<file path="config.mk">
export PLATFORM = sky130hd
export DESIGN_NAME = substring_occurrence_counter
export DESIGN_NICKNAME = d
export VERILOG_FILES = /design/src/rtl/core/sscnt_pkg.sv /design/src/rtl/core/substring_occurrence_counter.sv /design/src/rtl/core/sscnt_datapath.sv /design/src/rtl/core/sscnt_ctrl.sv
export SDC_FILE = /design/constraint.sdc
export NUM_CORES = 2
export LEC_CHECK = 0
export BUFFER_PORTS_ARGS = -buffer_cell sky130_fd_sc_hd__buf_4
export CORE_MARGIN = 2
export CORE_UTILIZATION = 25
export CTS_CLUSTER_DIAMETER = 30
export DETAILED_ROUTE_END_ITERATION = 12
export PLACE_DENSITY_LB_ADDON = 0.08
export RECOVER_POWER = 25
export SLEW_MARGIN = 20
export SYNTH_ARGS = -nofsm -noshare
export SYNTH_HDL_FRONTEND = slang
export SYNTH_SLANG_ARGS = --single-unit
</file>
<file path="constraint.sdc">
create_clock -name i_clk -period 9.3 [get_ports i_clk]
set_input_delay 1.395 -clock i_clk [delete_from_list [all_inputs] [get_ports i_clk]]
set_output_delay 1.395 -clock i_clk [all_outputs]
set_load 0.005 [all_outputs]
</file>
<file path="src/rtl/core/sscnt_pkg.sv">
// sscnt_pkg: shared constants, action codes and controller/datapath
// interface types for the substring occurrence counter.
// No dependencies.
package sscnt_pkg;

    // Longest pattern, and the text window depth
    localparam int MAX_PATTERN = 128;
    // Address width of the pattern and text memories
    localparam int AW = $clog2(MAX_PATTERN);
    // Width of a length or fill count (0 .. MAX_PATTERN)
    localparam int LW = $clog2(MAX_PATTERN + 1);
    // Text memory depth, a power of two so the write pointer wraps by itself
    localparam int TXT_DEPTH = 1 << AW;
    // Result counter
    localparam int CW = 16;
    localparam logic [CW-1:0] CNT_MAX = {CW{1'b1}};
    localparam logic [LW-1:0] LEN_MAX = LW'(MAX_PATTERN);

    // Input action codes
    typedef enum logic [1:0] {
        ACT_CLEAR   = 2'd0,
        ACT_PATTERN = 2'd1,
        ACT_TEXT    = 2'd2
    } t_action;

    // Controller to datapath commands
    typedef struct packed {
        logic          clear;      // new query: drop pattern, fill, count
        logic          pat_wr;     // append pattern byte
        logic          txt_wr;     // push text byte into the window
        logic          cmp_clear;  // reset mismatch flag before a compare pass
        logic          rd_en;      // read one pattern/window byte pair
        logic [AW-1:0] rd_idx;     // pattern index of the pair
        logic          inc;        // count one occurrence
        logic          emit;       // load result register, clear count and fill
    } t_cmd;

    // Datapath to controller status
    typedef struct packed {
        logic can_match;  // pattern non-empty and window holds enough bytes
        logic last_rd;    // rd_idx addresses the final pattern byte
        logic mismatch;   // a byte pair differed in this compare pass
    } t_stat;

endpackage

</file>
<file path="src/rtl/core/substring_occurrence_counter.sv">
// Counts overlapping occurrences of a loaded pattern in a text stream.
// Channels: input word (action, symbol, last) and result word (match_count),
// both valid/ready.
// A query opens with a clear word, then pattern bytes, then text bytes; the
// text byte flagged last yields one result, the saturating 16-bit count,
// after which the count and window restart and the pattern is kept.
// Clear and pattern words are taken in the idle state. A text byte runs
// start and done when no compare is possible (empty pattern or window not
// yet full enough), else start, compare, drain and done: the compare walks
// one byte pair per cycle through the single read port of the pattern and
// window memories. After the last text byte, emit loads the result register.
// The result register separates the two sides: new input words are taken
// while a result waits; only the next result waits for the old one to drain.
// Reset (synchronous, active low) empties pattern, window and count; no
// memory clearing pass is needed, so the block is ready right after reset.
// Depends on sscnt_pkg, sscnt_ctrl, sscnt_datapath.
module substring_occurrence_counter (
    input  logic                     i_clk,
    input  logic                     i_rst_n,
    input  logic                     i_in_valid,
    output logic                     o_in_ready,
    input  logic [1:0]               i_action,
    input  logic [7:0]               i_symbol,
    input  logic                     i_last,
    output logic                     o_out_valid,
    input  logic                     i_out_ready,
    output logic [sscnt_pkg::CW-1:0] o_match_count
);
    import sscnt_pkg::*;

    t_cmd  cmd;
    t_stat stat;

    sscnt_ctrl u_ctrl (
        .i_clk       (i_clk),
        .i_rst_n     (i_rst_n),
        .i_in_valid  (i_in_valid),
        .o_in_ready  (o_in_ready),
        .i_action    (i_action),
        .i_last      (i_last),
        .o_out_valid (o_out_valid),
        .i_out_ready (i_out_ready),
        .i_stat      (stat),
        .o_cmd       (cmd)
    );

    sscnt_datapath u_dp (
        .i_clk         (i_clk),
        .i_rst_n       (i_rst_n),
        .i_cmd         (cmd),
        .i_symbol      (i_symbol),
        .o_stat        (stat),
        .o_match_count (o_match_count)
    );

    // A result is loaded only into a free or draining output register
    a_emit_free: assert property (@(posedge i_clk) disable iff (!i_rst_n)
        cmd.emit |-> (!o_out_valid || i_out_ready))
        else $error("result loaded over an untaken result");

    // A loaded result is presented on the next cycle
    a_emit_valid: assert property (@(posedge i_clk) disable iff (!i_rst_n)
        cmd.emit |=> o_out_valid)
        else $error("loaded result not presented");

    // No input word is taken while a compare pass reads the memories
    a_no_accept_in_cmp: assert property (@(posedge i_clk) disable iff (!i_rst_n)
        (i_in_valid && o_in_ready) |-> !cmd.rd_en)
        else $error("input taken during compare pass");

endmodule

</file>
<file path="src/rtl/core/sscnt_datapath.sv">
// sscnt_datapath: pattern memory, circular text window memory, lengths,
// byte compare pipeline, occurrence counter and result register.
// Depends on sscnt_pkg.
module sscnt_datapath (
    input  logic                    i_clk,
    input  logic                    i_rst_n,
    input  sscnt_pkg::t_cmd         i_cmd,
    input  logic [7:0]              i_symbol,
    output sscnt_pkg::t_stat        o_stat,
    output logic [sscnt_pkg::CW-1:0] o_match_count
);
    import sscnt_pkg::*;

    // Memories
    logic [7:0] pat_mem [MAX_PATTERN];
    logic [7:0] txt_mem [TXT_DEPTH];

    // Control registers
    logic [LW-1:0] r_len;
    logic [LW-1:0] r_fill;
    logic [AW-1:0] r_wp;
    logic [CW-1:0] r_cnt;
    logic          r_rd_v;
    logic          r_mism;

    // Payload registers
    logic [7:0]    r_pat_q;
    logic [7:0]    r_txt_q;
    logic [CW-1:0] r_out;

    logic [AW-1:0] txt_raddr;

    // Window byte paired with pattern byte i sits len-1-i behind the newest
    assign txt_raddr = r_wp - r_len[AW-1:0] + i_cmd.rd_idx;

    // Status
    assign o_stat.can_match = (r_len != '0) && (r_fill >= r_len);
    assign o_stat.last_rd   = ({1'b0, i_cmd.rd_idx} == (r_len - LW'(1)));
    assign o_stat.mismatch  = r_mism;
    assign o_match_count    = r_out;

    // Pattern memory
    always_ff @(posedge i_clk) begin
        if (i_cmd.pat_wr && (r_len < LEN_MAX)) begin
            pat_mem[r_len[AW-1:0]] <= i_symbol;
        end
        r_pat_q <= pat_mem[i_cmd.rd_idx];
    end

    // Text window memory
    always_ff @(posedge i_clk) begin
        if (i_cmd.txt_wr) begin
            txt_mem[r_wp] <= i_symbol;
        end
        r_txt_q <= txt_mem[txt_raddr];
    end

    // Result register
    always_ff @(posedge i_clk) begin
        if (i_cmd.emit) begin
            r_out <= r_cnt;
        end
    end

    // Lengths, pointer, counter, compare flags
    always_ff @(posedge i_clk) begin
        if (!i_rst_n) begin
            r_len  <= '0;
            r_fill <= '0;
            r_wp   <= '0;
            r_cnt  <= '0;
            r_rd_v <= 1'b0;
            r_mism <= 1'b0;
        end else begin
            r_rd_v <= i_cmd.rd_en;
            if (i_cmd.cmp_clear) begin
                r_mism <= 1'b0;
            end else if (r_rd_v && (r_pat_q != r_txt_q)) begin
                r_mism <= 1'b1;
            end
            if (i_cmd.clear) begin
                r_len  <= '0;
                r_fill <= '0;
                r_cnt  <= '0;
            end else begin
                if (i_cmd.pat_wr && (r_len < LEN_MAX)) begin
                    r_len <= r_len + LW'(1);
                end
                if (i_cmd.txt_wr) begin
                    r_wp <= r_wp + AW'(1);
                    if (r_fill < LEN_MAX) begin
                        r_fill <= r_fill + LW'(1);
                    end
                end
                if (i_cmd.emit) begin
                    r_cnt  <= '0;
                    r_fill <= '0;
                end else if (i_cmd.inc && (r_cnt != CNT_MAX)) begin
                    r_cnt <= r_cnt + CW'(1);
                end
            end
        end
    end

endmodule

</file>
<file path="src/rtl/core/sscnt_ctrl.sv">
// sscnt_ctrl: state machine that takes input words, sequences the
// byte-serial compare pass and hands results to the output register.
// Depends on sscnt_pkg.
module sscnt_ctrl (
    input  logic              i_clk,
    input  logic              i_rst_n,
    input  logic              i_in_valid,
    output logic              o_in_ready,
    input  logic [1:0]        i_action,
    input  logic              i_last,
    output logic              o_out_valid,
    input  logic              i_out_ready,
    input  sscnt_pkg::t_stat  i_stat,
    output sscnt_pkg::t_cmd   o_cmd
);
    import sscnt_pkg::*;

    typedef enum logic [2:0] {
        S_IDLE,
        S_START,
        S_CMP,
        S_DRAIN,
        S_DONE,
        S_EMIT
    } t_state;

    t_state        r_state;
    logic [AW-1:0] r_idx;
    logic          r_last;
    logic          r_cmp;
    logic          r_out_valid;
    logic          in_acc;
    t_action       act;

    assign act         = t_action'(i_action);
    assign o_in_ready  = (r_state == S_IDLE);
    assign in_acc      = i_in_valid && o_in_ready;
    assign o_out_valid = r_out_valid;

    // Command decode
    always_comb begin
        o_cmd        = '0;
        o_cmd.rd_idx = r_idx;
        unique case (r_state)
            S_IDLE: begin
                if (in_acc) begin
                    unique case (act)
                        ACT_CLEAR:   o_cmd.clear  = 1'b1;
                        ACT_PATTERN: o_cmd.pat_wr = 1'b1;
                        ACT_TEXT:    o_cmd.txt_wr = 1'b1;
                        default:     ;
                    endcase
                end
            end
            S_START: o_cmd.cmp_clear = i_stat.can_match;
            S_CMP:   o_cmd.rd_en     = 1'b1;
            S_DRAIN: ;
            S_DONE:  o_cmd.inc       = r_cmp && !i_stat.mismatch;
            S_EMIT:  o_cmd.emit      = !r_out_valid || i_out_ready;
            default: ;
        endcase
    end

    // State and registered outputs
    always_ff @(posedge i_clk) begin
        if (!i_rst_n) begin
            r_state     <= S_IDLE;
            r_idx       <= '0;
            r_last      <= 1'b0;
            r_cmp       <= 1'b0;
            r_out_valid <= 1'b0;
        end else begin
            if (o_cmd.emit) begin
                r_out_valid <= 1'b1;
            end else if (i_out_ready) begin
                r_out_valid <= 1'b0;
            end
            unique case (r_state)
                S_IDLE: begin
                    if (in_acc && (act == ACT_TEXT)) begin
                        r_last  <= i_last;
                        r_state <= S_START;
                    end
                end
                S_START: begin
                    r_idx   <= '0;
                    r_cmp   <= i_stat.can_match;
                    r_state <= i_stat.can_match ? S_CMP : S_DONE;
                end
                S_CMP: begin
                    r_idx <= r_idx + AW'(1);
                    if (i_stat.last_rd) begin
                        r_state <= S_DRAIN;
                    end
                end
                // last byte pair compares during this cycle
                S_DRAIN: r_state <= S_DONE;
                S_DONE:  r_state <= r_last ? S_EMIT : S_IDLE;
                S_EMIT: begin
                    if (o_cmd.emit) begin
                        r_state <= S_IDLE;
                    end
                end
                default: r_state <= S_IDLE;
            endcase
        end
    end

endmodule
</file>
Yosys cells after proc, flatten, opt, wreduce, memory -nomap -nowiden
Memories as Yosys holds them, arrays and structs flattened. A register that Yosys moved wholly into a read port is not among the register bits.
Index checks and enable logic that the tools add are counted.
{"block": "word_totals", "regBits": 70, "latchBits": 0, "ram_bits": 2048, "rom_bits": 0, "inputBits": 15, "output_inout_bits": 18, "wordCells": 84, "memories": 2}
{"block": "op_classes", "n_addsub": 8, "multipliers": 0, "div_mod_pow": 0, "order_cmp": 3, "eq_ne": 13, "shift": 0, "muxes": 22, "bitwise_logic": 2, "n_reduce_logical": 22}
{"name": "u_dp.pat_mem", "words": 128, "width": 8, "rd": 1, "rd_clocked_by_memory_dff": 1, "write_ports": 1, "line": "sscnt_datapath.sv:15", "source": "logic [7:0] pat_mem [MAX_PATTERN];"}
{"name": "u_dp.txt_mem", "words": 128, "width": 8, "rd": 1, "rd_clocked_by_memory_dff": 1, "write_ports": 1, "line": "sscnt_datapath.sv:16", "source": "logic [7:0] txt_mem [TXT_DEPTH];"}
{"op": "$mux 3", "count": 7}
{"op": "$pmux 3 s6", "count": 1}
{"op": "$add 16x1->16 const B", "count": 1}
{"op": "$add 8x1->8 const B", "count": 2}
{"op": "$lt 8x8->1 const B", "count": 2}
{"op": "$ne 16x16->1 const B", "count": 1}
{"op": "$add 7x1->7 const B", "count": 2}
{"op": "$pmux 7 s2", "count": 1}
{"op": "$mux 1", "count": 13}
{"op": "$eq 7x8->1", "count": 1}
{"op": "$ge 8x8->1", "count": 1}
{"op": "$ne 8x8->1", "count": 1}
{"op": "$reduce_bool 8->1", "count": 1}
{"op": "$sub 8x1->8 const B", "count": 1}
{"op": "$add 7x7->7", "count": 1}
{"op": "$logic_and 1x1->1", "count": 7}
{"op": "$sub 7x7->7", "count": 1}
{"op": "$eq 3x2->1 const B", "count": 2}
{"op": "$eq 3x3->1 const B", "count": 2}
{"op": "$ne 2x2->1 const B", "count": 3}
{"op": "$reduce_and 2->1", "count": 3}
{"op": "$reduce_bool 2->1", "count": 2}
{"op": "$reduce_or 2->1", "count": 2}
{"op": "$eq 3x1->1 const B", "count": 1}
{"op": "9 further kinds", "count": 11}

Longest topological paths before layout
{"block": "depth", "word_depth": 7, "ltp_mapped": 16, "mapped_depth_nobuf": 13}

Modules after synthesis
Synthesis repeated with hierarchy kept, for this count alone.
{"block": "unflattened", "hier_cells": 3867, "area_unflattened_um2": 83443.8}
{"mod": "sscnt_datapath", "instances": 1, "cells_each": 3787, "area_each_um2": 82759.4}
{"mod": "sscnt_ctrl", "instances": 1, "cells_each": 80, "area_each_um2": 684.4}

Worst setup path after synthesis
Ideal clock, no wire load.
{"block": "synth_path", "kind": "register -> register", "start": "reg u_ctrl.r_idx[1]", "end": "reg u_dp.r_txt_q[4], read port of u_dp.txt_mem", "setup_time_ps": 139, "t_arrival_ps": 3899, "required_ps": 9161, "slack_ps": 5262, "stages_incl_launch_ff": 13, "path_buffers": 4, "path_cell_list": "dfxtp_1 > clkbuf_1 > clkbuf_1 > inv_2 > fa_1 > fa_1 > clkbuf_1 > clkbuf_1 > mux4_2 > mux4_2 > mux2i_1 > a22o_1 > a41oi_1"}
{"block": "synth_via", "elab_chain_cells": 1}
{"item": "start, declared", "line": "sscnt_ctrl.sv:28", "source": "logic [AW-1:0] r_idx;"}
{"item": "start signal, assigned", "line": "sscnt_ctrl.sv:91", "source": "r_idx <= r_idx + AW'(1);"}
{"item": "$add 7x7->7", "line": "sscnt_datapath.sv:34", "source": "assign txt_raddr = r_wp - r_len[AW-1:0] + i_cmd.rd_idx;"}
{"item": "end, declared", "line": "sscnt_datapath.sv:28", "source": "logic [7:0] r_txt_q;"}
No other way between the ends.
A chain may end at the register's enable or synchronous reset.

Worst setup path in the final report
{"block": "layout_path", "start": "in i_symbol[5]", "end": "mem u_dp.txt_mem[3][5] (data pin)"}
{"item": "start, declared", "line": "substring_occurrence_counter.sv:23", "source": "input logic [7:0] i_symbol,"}
{"item": "end, declared", "line": "sscnt_datapath.sv:16"}
No word-level cell before the write port.

==> impl_metrics.yaml <==
run_status:
  status: "complete, but fails checks"
  violations_in_the_final_reports: "max-capacitance violations, max-slew violations"
clock_tree:
  clockBufferDepth: 4
  worst_skew_pair.late_latency_ns: 0.99
  cts_max_level: 6
  root_buffer: "sky130_fd_sc_hd__clkbuf_16"
  cts.hold.buffers_added: 0
  post-cts-setup-buffers: 0
  post_cts_resized: 0
  worst_setup_hold_path_clk_slew_ns: 0.04
  cts.sinks: 2134
  cts-buffers-inserted: 568
  tritoncts: "built"
power_and_ir_drop:
  pwr-share-comb_pct: 3.7
  register_share_of_total_power_pct: 34.8
  power.internal_w: 0.02386
  p_per_cell_area_nw_per_um2: 284.4
  power.share.switching_pct: 22.21
  design_power_total_w: 0.03068
  power.leakage_nw: 34.43
  clkPwrFrac_pct: 61.5
  vdd_ir_drop_max_mv: 0.1814
  p_switching_w: 0.006812
global_route:
  grt.overflow.total: 0
  grt_use_total_pct: 14.81
  maximum_number_of_pins_on_one_net_before_global_route_repair: 152
  antenna_found_initial: 14
  via_count_of_the_first_global_routing_pass: 44400
  grt_first_pass_wirelength_um: 356000
drt:
  initialDrtViolationCount: 3233
  drtAntennaViolNets: 0
  drt-total-wl_um: 253100
  via_count: 41120
  wl_per_cell_um: 27.57
  firstDrtPassIters: 8
  route.detailed.vias_per_inst: 4.479
  drt_drc_violations_left: 0
timing:
  setup_violations_final: 0
  setup_skew_ns: 0.06134
  final_min_period_over_clock_period_pct: 69.37
  fin_tns_setup_ns: 0
  max_freq_mhz: 155.0
  report.final.slew_viol_count: 1094
  grt_setup_unrepaired: "false"
  worst_slew_margin_rel_pct: -349.5
  timing.final.hold_violations: 0
  layout_setup_ws_ns: 2.848
  post-route-min-period_ns: 6.452
  transition_time_at_the_pin_with_the_least_slew_margin_ns: 6.743
layout:
  layout-drive-gt1-share_pct: 34.11
  stdcell_count: 9181
  area_growth_syn_to_layout_pct: 29.65
  finalNetCount: 4383
  final_core_utilization_pct: 32.61
floorplan:
  initial_standard_cell_utilization_of_the_core_pct: 25.15
  row_count: 211
  floorplan.die.height_um: 580.9
  pin_count: 33
  die_w_um: 580.9
  die-area_um2: 337400
  core_region_area_um2: 330800
setup_path:
  crit_type: "in -> reg"
  worstPathBufferInverterCount: 1
  critPathMaxFanout: 125
  critPathMaxStageDelay_ns: 4.45
  endpoint_kind_of_the_worst_setup_timing_path: "flip-flop"
  cp_cell_sequence: "clkbuf_1"
  cpLargestDelayFamily: "buffers and inverters"
  cp_data_arrival_time_ns: 6.23
  startpoint_class_of_the_critical_path: "primary input"
  cp_slowest_cell: "sky130_fd_sc_hd__clkbuf_1"
  worst-endpoint-required_ns: 9.07
synthesis:
  synth_seq_area_share_pct: 76.18
  syn-instance-count: 3837
  yosysMostFrequentCell: "sky130_fd_sc_hd__edfxtp_1"
  ys_async_sr_fraction_pct: 0
  synthesized_netlist_net_count: 3879
  postSynthAreaPerCell_um2: 21.68
  netlist_top_cells_count: "sky130_fd_sc_hd__edfxtp_1, sky130_fd_sc_hd__mux4_2, sky130_fd_sc_hd__nor2_1"
  post_synth_instance_area_um2: 83200
  yosysTopAreaCellShare_pct: 74.49
  yosys_warnings: 0
  ys_top_cells_by_area: "sky130_fd_sc_hd__edfxtp_1, sky130_fd_sc_hd__mux4_2, sky130_fd_sc_hd__dfxtp_1"
  postSynth.topFlopCell: "sky130_fd_sc_hd__edfxtp_1"
  synth_enable_flop_cells: 2064
  synth_seq_cells: 2134
  synth_cell_type_count: 56
  synth_largest_area_cell: "sky130_fd_sc_hd__edfxtp_1"
place:
  placed_cells: 8136
  pre_cts_ws_ns: 3.605
  gp_routability_congestion: 0.7304
  buffer_ports.inserted: 32
  detailedPlacementHpwl_um: 148700
hold_path:
  holdCritPathClass: "reg -> reg"
job:
  maxCapViolCount: 14
==> routing by layer <==
metal	part of all wire [%]	track usage, %	vias up
li1	-	-	17320
met1	46	20.75	22330
met2	47	23.33	1047
met3	4.4	2.816	421
met4	2.3	4.222	0
met5	0	0	-
==> path summary, 6_finish.rpt <==
kind	cells after the start	startpoint	slack (ns)	end
worst max-delay path	1	i_symbol[5]	2.85	u_dp.txt_mem[3][5]
worst min-delay path	2	u_ctrl.r_cmp	0.45	u_ctrl.r_cmp
worst max register to register	9	u_ctrl.r_idx[1]	3.69	u_dp.r_txt_q[4]
worst min register to register	2	u_ctrl.r_cmp	0.45	u_ctrl.r_cmp
==> state kept, by name (all words and copies together), names as in the netlist, 8 cells and up <==
register	flops
u_dp.txt_mem	1024
u_dp.pat_mem	1024
u_dp.r_fill	8
u_dp.r_len	8
u_dp.r_pat_q	8
u_dp.o_match_count	16
u_dp.r_txt_q	8
u_dp.r_cnt	16
==> final cells by class <==
class                           count  area [um^2]
Fill cell                       31360       222900
Antenna cell                       10        25.02
Tap cell                         4366         5463
Inverter                           40        152.6
Clock buffer                      674        14750
Clock inverter                    360         4000
Timing Repair Buffer              134         1066
Multi-Input combinational cell   1463        19020
Sequential cell                  2134        63390
==> worst register-to-register path, cell delays in order, from the launching register on <==
cell and delay [ns]:
sky130_fd_sc_hd__dfxtp_4 0.84, sky130_fd_sc_hd__inv_2 0.15, sky130_fd_sc_hd__fa_1 0.55, sky130_fd_sc_hd__fa_4 1.28
sky130_fd_sc_hd__buf_4 0.78, sky130_fd_sc_hd__mux4_2 0.42, sky130_fd_sc_hd__mux2i_1 0.23, sky130_fd_sc_hd__o22ai_1 0.23
sky130_fd_sc_hd__o21ai_0 0.72, sky130_fd_sc_hd__a41oi_1 0.27
==> logic make-up (layout without fill, tap and decap cells) <==
| family | Yosys count | in the layout | synth area share (%) |
|---|---|---|---|
| flip-flops | 2134 | 2134 | 76.18 |
| adder cells (fa/ha/maj) | 27 | 27 | 0.4602 |
| XOR/XNOR | 52 | 52 | 0.5474 |
| AND/OR/NAND/NOR | 563 | 563 | 2.878 |
| AO/OA/AOI/OAI | 137 | 137 | 1.140 |
| multiplexers | 684 | 684 | 17.63 |
| buffers and inverters | 240 | 1208 | 1.173 |
| other | 0 | 10 | 0 |
==> metrics by stage <==
step,hold WS (ns),cell area (um^2)
detailed placement,0.4474,89180
global route,0.4720,107800
global placement,0.4473,89120
finish,0.4500,107900
CTS,0.4525,107900
floorplan,0.4357,83200
==> power groups by stage <==
stage               registers, W  logic (W)  clock network (W)
floorplan                 0.0108   0.000640                  0
global placement          0.0108    0.00120                  0
detailed placement        0.0108    0.00120                  0
CTS                       0.0107    0.00120             0.0192
global route              0.0107    0.00124             0.0198
finish                    0.0107    0.00115             0.0189
==> cells in the final DEF (no fill, tap or decap), types with 10 or more instances in the layout <==
| cell type | instances |
|---|---|
| sky130_fd_sc_hd__nor3_1 | 17 |
| sky130_fd_sc_hd__dfxtp_1 | 67 |
| sky130_fd_sc_hd__clkinv_8 | 19 |
| sky130_fd_sc_hd__clkinv_16 | 16 |
| sky130_fd_sc_hd__buf_4 | 109 |
| sky130_fd_sc_hd__clkbuf_16 | 573 |
| sky130_fd_sc_hd__inv_16 | 12 |
| sky130_fd_sc_hd__inv_1 | 23 |
| sky130_fd_sc_hd__ha_1 | 20 |
| sky130_fd_sc_hd__xnor2_1 | 25 |
| sky130_fd_sc_hd__nand4_1 | 14 |
| sky130_fd_sc_hd__nor2_1 | 289 |
| sky130_fd_sc_hd__clkinv_1 | 110 |
| sky130_fd_sc_hd__diode_2 | 10 |
| sky130_fd_sc_hd__mux4_2 | 624 |
| sky130_fd_sc_hd__o21ai_0 | 15 |
| sky130_fd_sc_hd__o22ai_1 | 12 |
| sky130_fd_sc_hd__nor2_2 | 20 |
| sky130_fd_sc_hd__mux2i_1 | 51 |
| sky130_fd_sc_hd__inv_2 | 15 |
| sky130_fd_sc_hd__nand3_1 | 40 |
| sky130_fd_sc_hd__edfxtp_1 | 2064 |
| sky130_fd_sc_hd__clkinv_4 | 17 |
| sky130_fd_sc_hd__nand2_1 | 113 |
| sky130_fd_sc_hd__and2_1 | 19 |
| sky130_fd_sc_hd__o21ai_1 | 14 |
| sky130_fd_sc_hd__clkbuf_1 | 114 |
| sky130_fd_sc_hd__xor2_1 | 26 |
| sky130_fd_sc_hd__clkinvlp_4 | 28 |
| sky130_fd_sc_hd__bufinv_16 | 55 |
| sky130_fd_sc_hd__clkinv_2 | 96 |
| sky130_fd_sc_hd__a21oi_1 | 20 |
Power figures use the tool's default switching activity.
